$ cat src/rtl/core/text_run_breaker_unit_macros.svh
// ----------------------------------------------------------------------------
// text_run_breaker_unit_macros : assertion helpers
// Concurrent checks clocked on clk and disabled while rst_n is low.
// ----------------------------------------------------------------------------
`ifndef TEXT_RUN_BREAKER_UNIT_MACROS_SVH
`define TEXT_RUN_BREAKER_UNIT_MACROS_SVH

// Check a condition at every clock edge.
`define TRB_ASSERT_ALWAYS(lbl, expr, msg) \
  lbl: assert property (@(posedge clk) disable iff (!rst_n) (expr)) \
    else $error(msg);

// Check a condition in the cycle after a trigger.
`define TRB_ASSERT_NEXT(lbl, ante, cons, msg) \
  lbl: assert property (@(posedge clk) disable iff (!rst_n) (ante) |=> (cons)) \
    else $error(msg);

`endif

$ cat src/rtl/core/trb_pkg.sv
// ----------------------------------------------------------------------------
// trb_pkg : shared types and constants of the text run breaker
// Result word layout, per-item record and queue geometry.
// ----------------------------------------------------------------------------
package trb_pkg;

  localparam int OUT_BITS      = 16;
  localparam int RES_PER_ITEM  = 3;
  localparam int QUEUE_DEPTH   = 4;
  localparam int QPTR_BITS     = 2;
  localparam int QCNT_BITS     = 3;

  localparam logic [7:0] RUN_LIMIT_RESET    = 8'd200;
  localparam logic [7:0] RUN_LIMIT_3Q_RESET = 8'd150;

  // lead byte thresholds
  localparam logic [7:0] LEAD2_MIN = 8'hC0;
  localparam logic [7:0] LEAD3_MIN = 8'hE0;
  localparam logic [7:0] LEAD4_MIN = 8'hF0;

  // whitespace bytes
  localparam logic [7:0] BYTE_LF    = 8'h0A;
  localparam logic [7:0] BYTE_SPACE = 8'h20;
  localparam logic [7:0] BYTE_TAB   = 8'h09;
  localparam logic [7:0] BYTE_CR    = 8'h0D;

  // character classes
  localparam logic [1:0] CLASS_ORDINARY = 2'd0;
  localparam logic [1:0] CLASS_SPACE    = 2'd1;
  localparam logic [1:0] CLASS_NEWLINE  = 2'd2;

  typedef struct packed {
    logic [OUT_BITS-1:0] break_offset;
    logic                final_break;
    logic                too_long;
  } result_t;

  // all results caused by one input word
  typedef struct packed {
    logic [1:0]                   count;
    result_t [RES_PER_ITEM-1:0]   res;
  } rec_t;

  typedef struct packed {
    logic valid;
    rec_t rec;
  } push_t;

  typedef struct packed {
    logic avail;
    rec_t rec;
  } head_t;

endpackage

$ cat src/rtl/core/trb_in_if.sv
// ----------------------------------------------------------------------------
// trb_in_if : text byte channel
// Valid/ready channel carrying one byte of text and its end markers.
// ----------------------------------------------------------------------------
interface trb_in_if;
  logic       valid;
  logic       ready;
  logic [7:0] text_byte;
  logic       end_of_text;
  logic       no_byte;

  modport source (output valid, output text_byte, output end_of_text, output no_byte,
                  input ready);
  modport sink   (input valid, input text_byte, input end_of_text, input no_byte,
                  output ready);
endinterface

$ cat src/rtl/core/trb_out_if.sv
// ----------------------------------------------------------------------------
// trb_out_if : run boundary channel
// Valid/ready channel carrying one boundary offset and its flags.
// ----------------------------------------------------------------------------
interface trb_out_if;
  logic                          valid;
  logic                          ready;
  logic [trb_pkg::OUT_BITS-1:0]  break_offset;
  logic                          final_break;
  logic                          too_long;

  modport source (output valid, output break_offset, output final_break, output too_long,
                  input ready);
  modport sink   (input valid, input break_offset, input final_break, input too_long,
                  output ready);
endinterface

$ cat src/rtl/core/trb_cfg_if.sv
// ----------------------------------------------------------------------------
// trb_cfg_if : configuration write channel
// Valid/ready channel carrying the run limit register value.
// ----------------------------------------------------------------------------
interface trb_cfg_if;
  logic       valid;
  logic       ready;
  logic [7:0] run_limit;

  modport source (output valid, output run_limit, input ready);
  modport sink   (input valid, input run_limit, output ready);
endinterface

$ cat src/rtl/core/text_run_breaker_unit.sv
// ----------------------------------------------------------------------------
// text_run_breaker_unit : UTF-8 run boundary finder
// Feed text one byte word at a time on in_ch; set end_of_text on the last
// word, and send a word with no_byte and end_of_text for empty text.
// Boundary offsets come out in ascending order on out_ch: 0 first, the text
// length last with final_break set. too_long flags saturated offsets.
// cfg_ch writes the run limit; it is always ready and the limit is registered.
// The results of a word are written into the record queue and then loaded
// into the output register before they are presented on out_ch.
// Throughput: one input word per cycle while each word yields at most one
// result and out_ch stays ready; a word yielding more holds the output until
// all are sent; the four-entry record queue absorbs this before in_ch.ready drops.
// Reset clears all text state and loads a run limit of 200; no pass needed.
// A stalled receiver holds the output register; the front keeps taking words
// until the queue fills.
// ----------------------------------------------------------------------------
module text_run_breaker_unit #(
  parameter int OFFSET_BITS = 16
) (
  input  logic         clk,
  input  logic         rst_n,
  trb_in_if.sink       in_ch,
  trb_out_if.source    out_ch,
  trb_cfg_if.sink      cfg_ch
);

  trb_pkg::push_t  push;
  trb_pkg::head_t  head;
  logic            q_full;
  logic            pop;

  // always ready; write the limit only while no word is in flight
  assign cfg_ch.ready = 1'b1;

  // front: decode bytes, track the run, pack results of each word
  trb_front #(
    .OFFSET_BITS (OFFSET_BITS)
  ) u_front (
    .clk            (clk),
    .rst_n          (rst_n),
    .cfg_wr         (cfg_ch.valid),
    .cfg_limit      (cfg_ch.run_limit),
    .in_valid       (in_ch.valid),
    .in_text_byte   (in_ch.text_byte),
    .in_end_of_text (in_ch.end_of_text),
    .in_no_byte     (in_ch.no_byte),
    .q_full         (q_full),
    .in_ready       (in_ch.ready),
    .push           (push)
  );

  // queue: decouple front and back
  trb_queue u_queue (
    .clk   (clk),
    .rst_n (rst_n),
    .push  (push),
    .pop   (pop),
    .full  (q_full),
    .head  (head)
  );

  // back: serialize the results of each record into the output register
  trb_back u_back (
    .clk              (clk),
    .rst_n            (rst_n),
    .head             (head),
    .pop              (pop),
    .out_ready        (out_ch.ready),
    .out_valid        (out_ch.valid),
    .out_break_offset (out_ch.break_offset),
    .out_final_break  (out_ch.final_break),
    .out_too_long     (out_ch.too_long)
  );

endmodule

$ cat src/rtl/core/trb_front.sv
// ----------------------------------------------------------------------------
// trb_front : byte classifier and run tracker
// Decodes UTF-8 lengths, tracks runs and gaps, packs the results of a word.
// ----------------------------------------------------------------------------
module trb_front #(
  parameter int OFFSET_BITS = 16
) (
  input  logic                 clk,
  input  logic                 rst_n,
  input  logic                 cfg_wr,
  input  logic [7:0]           cfg_limit,
  input  logic                 in_valid,
  input  logic [7:0]           in_text_byte,
  input  logic                 in_end_of_text,
  input  logic                 in_no_byte,
  input  logic                 q_full,
  output logic                 in_ready,
  output trb_pkg::push_t       push
);

  localparam logic [OFFSET_BITS-1:0] OFF_MAX = {OFFSET_BITS{1'b1}};

  logic [7:0]             lim_r, lim3q_r;
  logic [9:0]             lim_x3;

  logic [OFFSET_BITS-1:0] pos_r, pos_nxt;
  logic [7:0]             cir_r, cir_nxt;
  logic [OFFSET_BITS-1:0] gap_r, gap_nxt;
  logic [7:0]             cag_r, cag_nxt;
  logic [OFFSET_BITS-1:0] prev_r, prev_nxt;
  logic [1:0]             left_r, left_nxt;
  logic [1:0]             cls_r, cls_nxt;
  logic                   started_r, started_nxt;
  logic                   ovf_r, ovf_nxt;

  logic [2:0]             lead_len;
  logic                   do_fin;
  logic                   broke;
  logic [1:0]             n_res;
  trb_pkg::result_t [trb_pkg::RES_PER_ITEM-1:0] res;
  logic                   accept;

  function automatic logic [trb_pkg::OUT_BITS-1:0] to_out(input logic [OFFSET_BITS-1:0] off);
    logic [31:0] w;
    w = 32'(off);
    return w[trb_pkg::OUT_BITS-1:0];
  endfunction

  assign in_ready = !q_full;
  assign accept   = in_valid && in_ready;
  assign lim_x3   = {2'b00, cfg_limit} + {1'b0, cfg_limit, 1'b0};

  always_comb begin
    priority if (in_text_byte < trb_pkg::LEAD2_MIN) begin
      lead_len = 3'd1;
    end else if (in_text_byte < trb_pkg::LEAD3_MIN) begin
      lead_len = 3'd2;
    end else if (in_text_byte < trb_pkg::LEAD4_MIN) begin
      lead_len = 3'd3;
    end else begin
      lead_len = 3'd4;
    end
  end

  always_comb begin
    pos_nxt     = pos_r;
    cir_nxt     = cir_r;
    gap_nxt     = gap_r;
    cag_nxt     = cag_r;
    prev_nxt    = prev_r;
    left_nxt    = left_r;
    cls_nxt     = cls_r;
    started_nxt = started_r;
    ovf_nxt     = ovf_r;
    do_fin      = 1'b0;
    broke       = 1'b0;
    n_res       = 2'd0;
    res         = '0;

    // opening boundary of a text
    if (!started_r) begin
      started_nxt = 1'b1;
      res[0]      = '{break_offset: '0, final_break: 1'b0, too_long: ovf_r};
      n_res       = 2'd1;
    end

    if (!in_no_byte) begin
      if (pos_r == OFF_MAX) begin
        ovf_nxt = 1'b1;
      end else begin
        pos_nxt = pos_r + 1'b1;
      end
      if (left_r == 2'd0) begin
        priority if (in_text_byte == trb_pkg::BYTE_LF) begin
          cls_nxt = trb_pkg::CLASS_NEWLINE;
        end else if (in_text_byte == trb_pkg::BYTE_SPACE || in_text_byte == trb_pkg::BYTE_TAB
                     || in_text_byte == trb_pkg::BYTE_CR) begin
          cls_nxt = trb_pkg::CLASS_SPACE;
        end else begin
          cls_nxt = trb_pkg::CLASS_ORDINARY;
        end
        left_nxt = 2'(lead_len - 3'd1);
        do_fin   = (lead_len == 3'd1);
      end else begin
        left_nxt = left_r - 2'd1;
        do_fin   = (left_nxt == 2'd0);
      end
    end

    // cut a truncated character short at end of text
    if (in_end_of_text && left_nxt != 2'd0) begin
      left_nxt = 2'd0;
      do_fin   = 1'b1;
    end

    if (do_fin) begin
      cir_nxt = cir_nxt + 8'd1;
      if (cls_nxt != trb_pkg::CLASS_ORDINARY) begin
        gap_nxt = pos_nxt;
        cag_nxt = cir_nxt;
      end
      if (cls_nxt == trb_pkg::CLASS_NEWLINE) begin
        prev_nxt    = pos_nxt;
        res[n_res]  = '{break_offset: to_out(pos_nxt), final_break: 1'b0, too_long: ovf_nxt};
        n_res       = n_res + 2'd1;
        cir_nxt     = 8'd0;
        gap_nxt     = '0;
        broke       = 1'b1;
      end else if (cir_nxt >= lim_r) begin
        if (gap_nxt > prev_nxt && cag_nxt > lim3q_r) begin
          prev_nxt = gap_nxt;
          cir_nxt  = cir_nxt - cag_nxt;
        end else begin
          prev_nxt = pos_nxt;
          cir_nxt  = 8'd0;
        end
        gap_nxt    = '0;
        res[n_res] = '{break_offset: to_out(prev_nxt), final_break: 1'b0, too_long: ovf_nxt};
        n_res      = n_res + 2'd1;
        broke      = 1'b1;
      end
      cls_nxt = trb_pkg::CLASS_ORDINARY;
    end

    if (in_end_of_text) begin
      // mark the boundary at full length as final, else append the length
      if (broke && prev_nxt == pos_nxt && n_res != 2'd0) begin
        res[n_res - 2'd1].final_break = 1'b1;
      end else begin
        res[n_res] = '{break_offset: to_out(pos_nxt), final_break: 1'b1, too_long: ovf_nxt};
        n_res      = n_res + 2'd1;
      end
      pos_nxt     = '0;
      cir_nxt     = 8'd0;
      gap_nxt     = '0;
      cag_nxt     = 8'd0;
      prev_nxt    = '0;
      left_nxt    = 2'd0;
      cls_nxt     = trb_pkg::CLASS_ORDINARY;
      started_nxt = 1'b0;
      ovf_nxt     = 1'b0;
    end
  end

  assign push.valid     = accept && (n_res != 2'd0);
  assign push.rec.count = n_res;
  assign push.rec.res   = res;

  always_ff @(posedge clk) begin
    if (!rst_n) begin
      lim_r     <= trb_pkg::RUN_LIMIT_RESET;
      lim3q_r   <= trb_pkg::RUN_LIMIT_3Q_RESET;
      pos_r     <= '0;
      cir_r     <= 8'd0;
      gap_r     <= '0;
      cag_r     <= 8'd0;
      prev_r    <= '0;
      left_r    <= 2'd0;
      cls_r     <= trb_pkg::CLASS_ORDINARY;
      started_r <= 1'b0;
      ovf_r     <= 1'b0;
    end else begin
      if (cfg_wr) begin
        lim_r   <= cfg_limit;
        lim3q_r <= lim_x3[9:2];
      end
      if (accept) begin
        pos_r     <= pos_nxt;
        cir_r     <= cir_nxt;
        gap_r     <= gap_nxt;
        cag_r     <= cag_nxt;
        prev_r    <= prev_nxt;
        left_r    <= left_nxt;
        cls_r     <= cls_nxt;
        started_r <= started_nxt;
        ovf_r     <= ovf_nxt;
      end
    end
  end

endmodule

$ cat src/rtl/core/trb_queue.sv
// ----------------------------------------------------------------------------
// trb_queue : record queue between front and back
// Small FIFO of per-word result records.
// ----------------------------------------------------------------------------
`include "text_run_breaker_unit_macros.svh"

module trb_queue (
  input  logic            clk,
  input  logic            rst_n,
  input  trb_pkg::push_t  push,
  input  logic            pop,
  output logic            full,
  output trb_pkg::head_t  head
);

  trb_pkg::rec_t                      recs_r [trb_pkg::QUEUE_DEPTH];
  logic [trb_pkg::QPTR_BITS-1:0]      wptr_r, rptr_r;
  logic [trb_pkg::QCNT_BITS-1:0]      count_r;

  assign full       = (count_r == trb_pkg::QCNT_BITS'(trb_pkg::QUEUE_DEPTH));
  assign head.avail = (count_r != '0);
  assign head.rec   = recs_r[rptr_r];

  always_ff @(posedge clk) begin
    if (push.valid) begin
      recs_r[wptr_r] <= push.rec;
    end
  end

  always_ff @(posedge clk) begin
    if (!rst_n) begin
      wptr_r  <= '0;
      rptr_r  <= '0;
      count_r <= '0;
    end else begin
      if (push.valid) begin
        wptr_r <= wptr_r + 1'b1;
      end
      if (pop) begin
        rptr_r <= rptr_r + 1'b1;
      end
      unique case ({push.valid, pop})
        2'b10:   count_r <= count_r + 1'b1;
        2'b01:   count_r <= count_r - 1'b1;
        default: count_r <= count_r;
      endcase
    end
  end

  `TRB_ASSERT_ALWAYS(a_cnt_bound, count_r <= trb_pkg::QCNT_BITS'(trb_pkg::QUEUE_DEPTH), "queue overfilled")
  `TRB_ASSERT_ALWAYS(a_pop_nonempty, !pop || count_r != '0, "pop from empty queue")
  `TRB_ASSERT_NEXT(a_push_grow, push.valid && !pop, count_r == $past(count_r) + 1'b1, "count lost")
  `TRB_ASSERT_NEXT(a_both_hold, push.valid && pop, count_r == $past(count_r), "count drift")

endmodule

$ cat src/rtl/core/trb_back.sv
// ----------------------------------------------------------------------------
// trb_back : result serializer
// Walks the results of the head record into the output register.
// ----------------------------------------------------------------------------
module trb_back (
  input  logic                          clk,
  input  logic                          rst_n,
  input  trb_pkg::head_t                head,
  output logic                          pop,
  input  logic                          out_ready,
  output logic                          out_valid,
  output logic [trb_pkg::OUT_BITS-1:0]  out_break_offset,
  output logic                          out_final_break,
  output logic                          out_too_long
);

  logic              valid_r;
  logic [1:0]        idx_r;
  trb_pkg::result_t  res_r;
  logic              load;
  logic              last;

  assign load = head.avail && (!valid_r || out_ready);
  assign last = (idx_r == head.rec.count - 2'd1);
  assign pop  = load && last;

  always_ff @(posedge clk) begin
    if (load) begin
      res_r <= head.rec.res[idx_r];
    end
  end

  always_ff @(posedge clk) begin
    if (!rst_n) begin
      valid_r <= 1'b0;
      idx_r   <= 2'd0;
    end else begin
      if (load) begin
        valid_r <= 1'b1;
        idx_r   <= last ? 2'd0 : idx_r + 2'd1;
      end else if (out_ready) begin
        valid_r <= 1'b0;
      end
    end
  end

  assign out_valid        = valid_r;
  assign out_break_offset = res_r.break_offset;
  assign out_final_break  = res_r.final_break;
  assign out_too_long     = res_r.too_long;

endmodule
$ cat src/flat_wrapper.sv
// flat-port wrapper written by rule: the top's interface ports become plain ports
module text_run_breaker_unit_flat 
#(
  parameter int OFFSET_BITS = 16
)
  (clk, rst_n, in_ch_valid, in_ch_text_byte, in_ch_end_of_text, in_ch_no_byte, in_ch_ready, out_ch_valid, out_ch_break_offset, out_ch_final_break, out_ch_too_long, out_ch_ready, cfg_ch_valid, cfg_ch_run_limit, cfg_ch_ready);
  trb_in_if in_ch_i ();
  trb_out_if out_ch_i ();
  trb_cfg_if cfg_ch_i ();
  input  logic clk;
  input  logic rst_n;
  input wire logic [$bits(in_ch_i.valid)-1:0] in_ch_valid;
  input wire logic [$bits(in_ch_i.text_byte)-1:0] in_ch_text_byte;
  input wire logic [$bits(in_ch_i.end_of_text)-1:0] in_ch_end_of_text;
  input wire logic [$bits(in_ch_i.no_byte)-1:0] in_ch_no_byte;
  output wire logic [$bits(in_ch_i.ready)-1:0] in_ch_ready;
  output wire logic [$bits(out_ch_i.valid)-1:0] out_ch_valid;
  output wire logic [$bits(out_ch_i.break_offset)-1:0] out_ch_break_offset;
  output wire logic [$bits(out_ch_i.final_break)-1:0] out_ch_final_break;
  output wire logic [$bits(out_ch_i.too_long)-1:0] out_ch_too_long;
  input wire logic [$bits(out_ch_i.ready)-1:0] out_ch_ready;
  input wire logic [$bits(cfg_ch_i.valid)-1:0] cfg_ch_valid;
  input wire logic [$bits(cfg_ch_i.run_limit)-1:0] cfg_ch_run_limit;
  output wire logic [$bits(cfg_ch_i.ready)-1:0] cfg_ch_ready;
  assign in_ch_i.valid = in_ch_valid;
  assign in_ch_i.text_byte = in_ch_text_byte;
  assign in_ch_i.end_of_text = in_ch_end_of_text;
  assign in_ch_i.no_byte = in_ch_no_byte;
  assign in_ch_ready = in_ch_i.ready;
  assign out_ch_valid = out_ch_i.valid;
  assign out_ch_break_offset = out_ch_i.break_offset;
  assign out_ch_final_break = out_ch_i.final_break;
  assign out_ch_too_long = out_ch_i.too_long;
  assign out_ch_i.ready = out_ch_ready;
  assign cfg_ch_i.valid = cfg_ch_valid;
  assign cfg_ch_i.run_limit = cfg_ch_run_limit;
  assign cfg_ch_ready = cfg_ch_i.ready;
  text_run_breaker_unit #(.OFFSET_BITS(OFFSET_BITS)) u_core (.clk(clk), .rst_n(rst_n), .in_ch(in_ch_i), .out_ch(out_ch_i), .cfg_ch(cfg_ch_i));
endmodule
$ cat config.mk
export PLATFORM = sky130hd
export DESIGN_NAME = text_run_breaker_unit_flat
export DESIGN_NICKNAME = d
export VERILOG_FILES = /design/src/rtl/core/trb_pkg.sv /design/src/rtl/core/trb_in_if.sv /design/src/rtl/core/trb_out_if.sv /design/src/rtl/core/trb_cfg_if.sv /design/src/rtl/core/text_run_breaker_unit.sv /design/src/rtl/core/trb_front.sv /design/src/rtl/core/trb_queue.sv /design/src/rtl/core/trb_back.sv /design/src/flat_wrapper.sv
export VERILOG_INCLUDE_DIRS = /design/src /design/src/rtl/core
export SDC_FILE = /design/constraint.sdc
export NUM_CORES = 1
export LEC_CHECK = 0
export ABC_AREA = 1
export BUFFER_PORTS_ARGS = -buffer_cell sky130_fd_sc_hd__buf_2
export CAP_MARGIN = 20
export CORE_ASPECT_RATIO = 2
export CORE_MARGIN = 3
export CORE_UTILIZATION = 45
export DETAILED_ROUTE_END_ITERATION = 8
export PLACE_DENSITY_LB_ADDON = 0.05
export SLEW_MARGIN = 0
export SYNTH_ARGS = -nofsm -noshare
export SYNTH_HDL_FRONTEND = slang
export SYNTH_SLANG_ARGS = --single-unit
$ cat constraint.sdc
create_clock -name clk -period 6.5 [get_ports clk]
set_input_delay 0.325 -clock clk [delete_from_list [all_inputs] [get_ports clk]]
set_output_delay 0.325 -clock clk [all_outputs]
set_load 0.1 [all_outputs]
### Word level (Yosys, flattened, before mapping)

Memory sizes are Yosys's and may differ from the RTL's. A register that Yosys moved wholly into a read port is not among the register bits.
Index checks and enable logic that the tools add are counted.

| word-level totals | value |
|---|---|
| register bits | 114 |
| memory bits (writable) | 224 |
| input bits | 23 |
| output and inout bits | 21 |
| word-level logic and storage cells | 168 |
| memories kept | 1 |

Memory list:

| memory | depth | bits a word | read ports | clocked after Yosys merged registers in | write ports | line | source |
|---|---|---|---|---|---|---|---|
| u_core.u_queue.recs_r | 4 | 56 | 1 | 1 | 1 | trb_queue.sv:16 | `trb_pkg::rec_t recs_r [trb_pkg::QUEUE_DEPTH];` |

| cells by class | value |
|---|---|
| add/sub/neg operators | 15 |
| magnitude comparators | 13 |
| eq/ne operators | 12 |
| multiplexer cells | 81 |
| reductions and logical operators | 27 |

Operators by type and width:

| operator | count |
|---|---|
| $mux 16 | 17 |
| $mux 54 | 5 |
| $bwmux 54 | 4 |
| $demux 18 s2 | 3 |
| $mux 8 | 9 |
| $mux 18 | 3 |
| $bmux 18 s2 | 1 |
| $mux 2 | 18 |
| $eq 8x4->1 const B | 3 |
| $lt 8x8->1 const B | 3 |
| $mux 1 | 17 |
| $add 16x1->16 const B | 1 |
| $eq 16x16->1 | 1 |
| $eq 16x16->1 const B | 1 |
| $gt 16x16->1 | 1 |
| $reduce_bool 2->1 | 7 |
| $lt 2x3->1 const B | 4 |
| $logic_and 1x1->1 | 11 |
| $add 2x1->2 const B | 5 |
| $add 8x9->10 | 1 |
| $mux 3 | 3 |
| $add 8x1->8 const B | 1 |
| $eq 8x6->1 const B | 1 |
| $ge 8x8->1 | 1 |
| other kinds (17) | 27 |

### Depth between registers and ports, before layout

| logic depth | value |
|---|---|
| depth after elaboration | 29 |
| depth in mapped cells | 46 |
| depth with buffers taken out | 45 |

### Hierarchy

From an unflattened synthesis, not the netlist that was laid out.

| second synthesis, totals | value |
|---|---|
| cell total of the unflattened synthesis | 2,023 |
| area total of the unflattened synthesis | 18,148.7 um^2 |

By module, submodules not included:

| module | times used | cells each | area an instance (um^2) | sequential area each (um^2) |
|---|---|---|---|---|
| trb_queue | 1 | 601 | 9,106.2 | 6,906.6 |
| trb_front | 1 | 1,289 | 7,851.3 | 1,721.7 |
| trb_back | 1 | 131 | 1,179.9 | 600.6 |
| text_run_breaker_unit | 1 | 2 | 11.3 | 0.0 |

### Least setup slack after synthesis

OpenSTA, ideal clock, no wires.

| timing | value |
|---|---|
| path kind | register -> register |
| start point | register u_core.u_front.pos_r[0] |
| end point | memory u_core.u_queue.recs_r[0][0] (netlist bit), enable pin |
| library setup time | 0.470 ns |
| data arrival time | 6.209 ns |
| data required time | 6.030 ns |
| path slack | -0.179 ns |
| stages on the path, launching flop included | 34 |
| path through | dfxtp_1 > ha_1 > nand2_1 > nor2_4 > nand2_2 > nor2_4 > nor2_2 > nand2_2 > xor2_2 > nand2_1 > and2_1 > ha_1 > nand2_1 > nor2_1 > nand3_1 > nor2_1 > nor2_1 > nand2_1 > a21oi_2 > buf_2 > nand2_1 > nand2_1 > nand2_1 > nand2_1 > a21oi_1 > nor2_1 > nand3_1 > nor2_2 > nand3_4 > nand3b_1 > nand2_2 > nand2_4 > nand2_2 > nor2_1 |

| on the way | value |
|---|---|
| word-level cells in the longest chain between the ends | 23 |
| elaborated cells between the ends (all ways) | 24 |
| classes of those cells | add/sub (1); order compare (1); eq/ne (2); mux (15); reduce/logical (5) |

Ends and longest elaborated chain:

| item | line | source |
|---|---|---|
| from (decl) | trb_front.sv:26 | `logic [OFFSET_BITS-1:0] pos_r, pos_nxt;` |
| from (signal assigned) | trb_front.sv:188 | `pos_r <= pos_nxt;` |
| $add 16x1->16 or $eq 16x16->1 (tied branches) | trb_front.sv:91, trb_front.sv:88 |  |
| $mux 16 | trb_front.sv:88 | `if (pos_r == OFF_MAX) begin` |
| $mux 16 * | trb_front.sv:87 | `if (!in_no_byte) begin` |
| $mux 16 | trb_front.sv:118 | `if (cls_nxt != trb_pkg::CLASS_ORDINARY) begin` |
| $mux 16 | trb_front.sv:116 | `if (do_fin) begin` |
| $gt 16x16->1 | trb_front.sv:130 | `if (gap_nxt > prev_nxt && cag_nxt > lim3q_r) begin` |
| $logic_and 1x1->1 | trb_front.sv:130 |  |
| $mux 16 | trb_front.sv:130 |  |
| [... 6 more ...] | - |  |
| $eq 16x16->1 * | trb_front.sv:147 | `if (broke && prev_nxt == pos_nxt && n_res != 2'd0) begin` |
| $logic_and 1x1->1 * (2 in a row) | trb_front.sv:147 |  |
| $mux 2 * | trb_front.sv:147 |  |
| $mux 2 * | trb_front.sv:145 | `if (in_end_of_text) begin` |
| $reduce_bool 2->1 * | trb_front.sv:165 | `assign push.valid = accept && (n_res != 2'd0);` |
| $logic_and 1x1->1 * | trb_front.sv:165 |  |
| $mux 1 * | trb_queue.sv:25 | `if (push.valid) begin` |
| $mux 1 (not written as such) * | trb_queue.sv:26 | `recs_r[wptr_r] <= push.rec;` |
| to (decl) | trb_queue.sv:16 |  |

Mark *: on every way between the ends. The rest lies on a longest branch, timed or not. The select of a mux whose other input is x is not followed.

### Final worst setup path

| timing | value |
|---|---|
| start point | register u_core.u_front.left_r[1] |
| end point | register u_core.u_queue.count_r[2] (netlist bit) |

| on the way | value |
|---|---|
| word-level cells in the longest chain between the ends | 24 |
| elaborated cells between the ends (all ways) | 45 |
| classes of those cells | add/sub (2); order compare (2); eq/ne (4); mux (25); reduce/logical (12) |

Ends and longest elaborated chain:

| item | line | source |
|---|---|---|
| from (decl) | trb_front.sv:31 | `logic [1:0] left_r, left_nxt;` |
| from (signal assigned) | trb_front.sv:193 | `left_r <= left_nxt;` |
| $logic_not 2->1 | trb_front.sv:93 | `if (left_r == 2'd0) begin` |
| $mux 2 | trb_front.sv:93 |  |
| $mux 2 | trb_front.sv:87 |  |
| $reduce_bool 2->1 | trb_front.sv:118 |  |
| $mux 16 or $mux 8 (tied branches) | trb_front.sv:118 |  |
| $mux 16 or $mux 8 (tied branches) | trb_front.sv:116 |  |
| $gt 16x16->1 or $gt 8x8->1 (tied branches) | trb_front.sv:130 |  |
| $logic_and 1x1->1 | trb_front.sv:130 |  |
| [... 7 more ...] | - |  |
| $eq 16x16->1 | trb_front.sv:147 |  |
| $logic_and 1x1->1 (2 in a row) | trb_front.sv:147 |  |
| $mux 2 | trb_front.sv:147 |  |
| $mux 2 * | trb_front.sv:145 |  |
| $reduce_bool 2->1 * | trb_front.sv:165 |  |
| $logic_and 1x1->1 * | trb_front.sv:165 |  |
| $eq 2x1->1 or $eq 2x2->1 (tied branches) | trb_queue.sv:42 | `unique case ({push.valid, pop})` |
| $pmux 3 s2 or $reduce_bool 2->1 (tied branches) | - |  |
| to (signal assigned) | trb_queue.sv:43 | `2'b10: count_r <= count_r + 1'b1;` |
| to (signal assigned) | trb_queue.sv:44 | `2'b01: count_r <= count_r - 1'b1;` |
| to (signal assigned) | trb_queue.sv:45 | `default: count_r <= count_r;` |
| to (decl) | trb_queue.sv:18 | `logic [trb_pkg::QCNT_BITS-1:0] count_r;` |

Marked as above.
A chain may end at the register's enable or synchronous reset.

==> results.json <==
{
  "synthCells": 1966,
  "yosysSeqAreaShare_pct": 53.0,
  "synth_nets": 2052,
  "hpwlAfterDp_um": 35900,
  "ir_worst_vdd_v": 0.000210,
  "io_pins": 44,
  "grt_max_degree": 95,
  "via_per_inst": 5.53,
  "rows": 101,
  "die_h_um": 284,
  "layout_min_cycle_time_ns": 5.78,
  "cts_buffers": 30,
  "diodes": 0,
  "grt_pass1_vias": 13700,
  "drv_slew": 0,
  "outcome": "completed",
  "dominantRegCellSynth": "edfxtp_1",
  "rsz0062_at_grt": "no",
  "crit_type": "register to register",
  "comb_power_share_pct": 31.1,
  "worst_slack_ns": 0.717,
  "clk_latency_ns": 0.58,
  "clock_power_share_pct": 27.8,
  "synth.ff_latch_count": 340,
  "cts-root-buf": "clkbuf_16",
  "routedWlPerCell_um": 20.3,
  "drv_cap": 0,
  "drc": 0,
  "ctsHoldBuffers": 0,
  "max_slew_margin_pct": 32.8,
  "vias": 14000,
  "fmax_mhz": 173,
  "p_leak_nw": 7.54,
  "sw_frac_of_total_pct": 37.4,
  "first_pass_iters": 5,
  "start_util_pct": 45.8,
  "end_kind": "register",
  "cp_data_arrival_time_ns": 6.29,
  "drt-total-wl_um": 51300,
  "grtUsageTotal_pct": 24.4,
  "fin_area_mm2": 0.0193,
  "cts_max_level": 1,
  "pwr-share-seq_pct": 41.2,
  "die_area_mm2": 0.0412,
  "hold_path_class": "input port to register",
  "synth_edf_count": 242,
  "start_kind": "register",
  "setup_violations": 0,
  "synth_top_cell_area_share_pct": 41.7,
  "path_max_fanout": 17,
  "fin_skew_ns": 0.0195,
  "gr-total-overflow": 0,
  "tightest_slew_ns": 1.01,
  "die_x_um": 145,
  "path_clk_slew_ns": 0.07,
  "switching_power_w": 0.00245,
  "cts_setup_buffers": 0,
  "p_per_area_mw_per_mm2": 339,
  "synth.cell_area_mm2": 0.0174,
  "placed_cell_area_mm2": 0.0183,
  "syn_avg_cell_area_um2": 8.85,
  "crit_required_ns": 7.00,
  "synthTopCellsByArea": "edfxtp_1 (42%), dfxtp_1 (11%), nand2_1 (9.6%), o21ai_0 (5.2%), nor2_1 (4.7%)",
  "postRouteAntennaNets": 0,
  "cts_resized": 0,
  "p_int_w": 0.00409,
  "tns_ns": 0,
  "drt-initial-drc-count": 811,
  "synth_area_leader_cell": "edfxtp_1",
  "syn2layout_area_growth_pct": 10.7,
  "yosysWarnings": 0,
  "finalHoldViolCount": 0,
  "yosysUniqueCellTypes": 58,
  "drive_gt1_share_pct": 11.0,
  "tritoncts": "done",
  "dpl_worst_slack_ns": 0.431,
  "grt_pass1_wl_um": 79000,
  "finalCritPeriodShare_pct": 89.0,
  "async_flop_share_pct": 0,
  "antenna_found_initial": 0,
  "crit_path_frequent_cell": "nand2_1",
  "cts_sinks": 340,
  "io_buffers": 42,
  "gp_congestion": 0.928,
  "cts_max_path_buffers": 3,
  "synth_common_cells": "nand2_1 (444), edfxtp_1 (242), nor2_1 (216)",
  "crit_path_top_delay_cell": "dfxtp_1",
  "core_area_mm2": 0.0380,
  "synth.most_common_cell": "nand2_1",
  "nNetsFinal": 2074,
  "cpPeakStageDelay_ns": 0.46
}
[final cells by class]
type / count / area, um^2
Fill cell: 3634 / 18800
Clock buffer: 38 / 812
Tap cell: 515 / 644
Inverter: 188 / 707
Clock inverter: 15 / 159
Timing Repair Buffer: 83 / 588
Multi-Input combinational cell: 1345 / 7120
Sequential cell: 340 / 9240
[critical path, delay by kind of cell (launching register included)]
family / cells / cell delay (ns)
fa+ha+maj: 3 / 1.00
compound gates: 5 / 0.67
flops: 1 / 0.46
buf+inv: 5 / 0.54
simple gates: 25 / 3.00
[worst paths after layout]
path                                          startpoint                        end  slack, ns  cells past startpoint
worst max-delay path            u_core.u_front.left_r[1]  u_core.u_queue.count_r[2]       0.72                     38
worst min-delay path                 cfg_ch_run_limit[3]    u_core.u_front.lim_r[3]       0.02                      3
worst max register to register  u_core.u_front.left_r[1]  u_core.u_queue.count_r[2]       0.72                     38
worst min register to register   u_core.u_front.cls_r[1]    u_core.u_front.cls_r[1]       0.47                      2
[metrics by stage]
stage / utilization (%) / power, W / cells / hold WS (ns)
floorplan: - / 0.00422 / 1966 / 0.437
global placement: 48.0 / 0.00477 / 2469 / 0.448
detailed placement: 48.0 / 0.00479 / 2470 / 0.455
CTS: 50.6 / 0.00660 / 2523 / 0.0118
global route: 50.7 / 0.00687 / 2524 / 0.0445
finish: 50.7 / 0.00653 / 2524 / 0.0243
[state kept, by name, summed over array words and instances, names as in the netlist, 2 cells and up, named ones only]
| name | flops |
|---|---|
| u_core.u_front.lim_r | 8 |
| u_core.u_front.cir_r | 8 |
| u_core.u_queue.wptr_r | 2 |
| u_core.u_queue.count_r | 3 |
| u_core.u_back.out_break_offset | 16 |
| u_core.u_queue.recs_r | 224 |
| u_core.u_front.gap_r | 16 |
| u_core.u_back.idx_r | 2 |
| u_core.u_front.cag_r | 8 |
| u_core.u_front.left_r | 2 |
| u_core.u_front.pos_r | 16 |
| u_core.u_queue.rptr_r | 2 |
| u_core.u_front.cls_r | 2 |
| u_core.u_front.prev_r | 16 |
| u_core.u_front.lim3q_r | 8 |
[logic make-up after synthesis]
logic type	count (synthesis)	share of synthesized area, %
flops	340	53.0
simple gates	836	20.6
compound gates	426	14.3
other cells	1	0.0215
buf+inv	281	6.28
xor+xnor	19	1.11
fa+ha+maj	63	4.66
[cells in the final DEF, fill, tap and decap left out, drive strengths merged, types with 5 or more instances in the layout]
cell type,n
inv,186
o32ai,11
clkbuf,38
dfxtp,98
clkinv,9
a21oi,120
buf,83
nand4,29
clkinvlp,5
a22oi,8
nand3,76
o21ai,185
and2,7
ha,60
o211ai,14
xor2,15
o22ai,33
edfxtp,242
nand2,481
o221ai,30
nor2,231
nor3,5
a32o,10
[power by group through the flow]
stage	clock [W]	sequential (W)	combinational (W)
3_5_place_dp	0	0.00274	0.00206
3_3_place_gp	0	0.00273	0.00204
5_1_grt	0.00193	0.00271	0.00223
6_report	0.00181	0.00269	0.00203
2_1_floorplan	0	0.00318	0.00105
4_1_cts	0.00185	0.00269	0.00206
[metal layers]
layer | vias to the layer above | routed length, um | global-route usage [%]
met5 | - | 0 | 0
met4 | 0 | 2580 | 11.0
met3 | 108 | 1460 | 1.95
met2 | 309 | 28800 | 48.8
met1 | 6779 | 18500 | 25.5
li1 | 6759 | - | -
No activity file was read; power rests on OpenSTA's default activity.
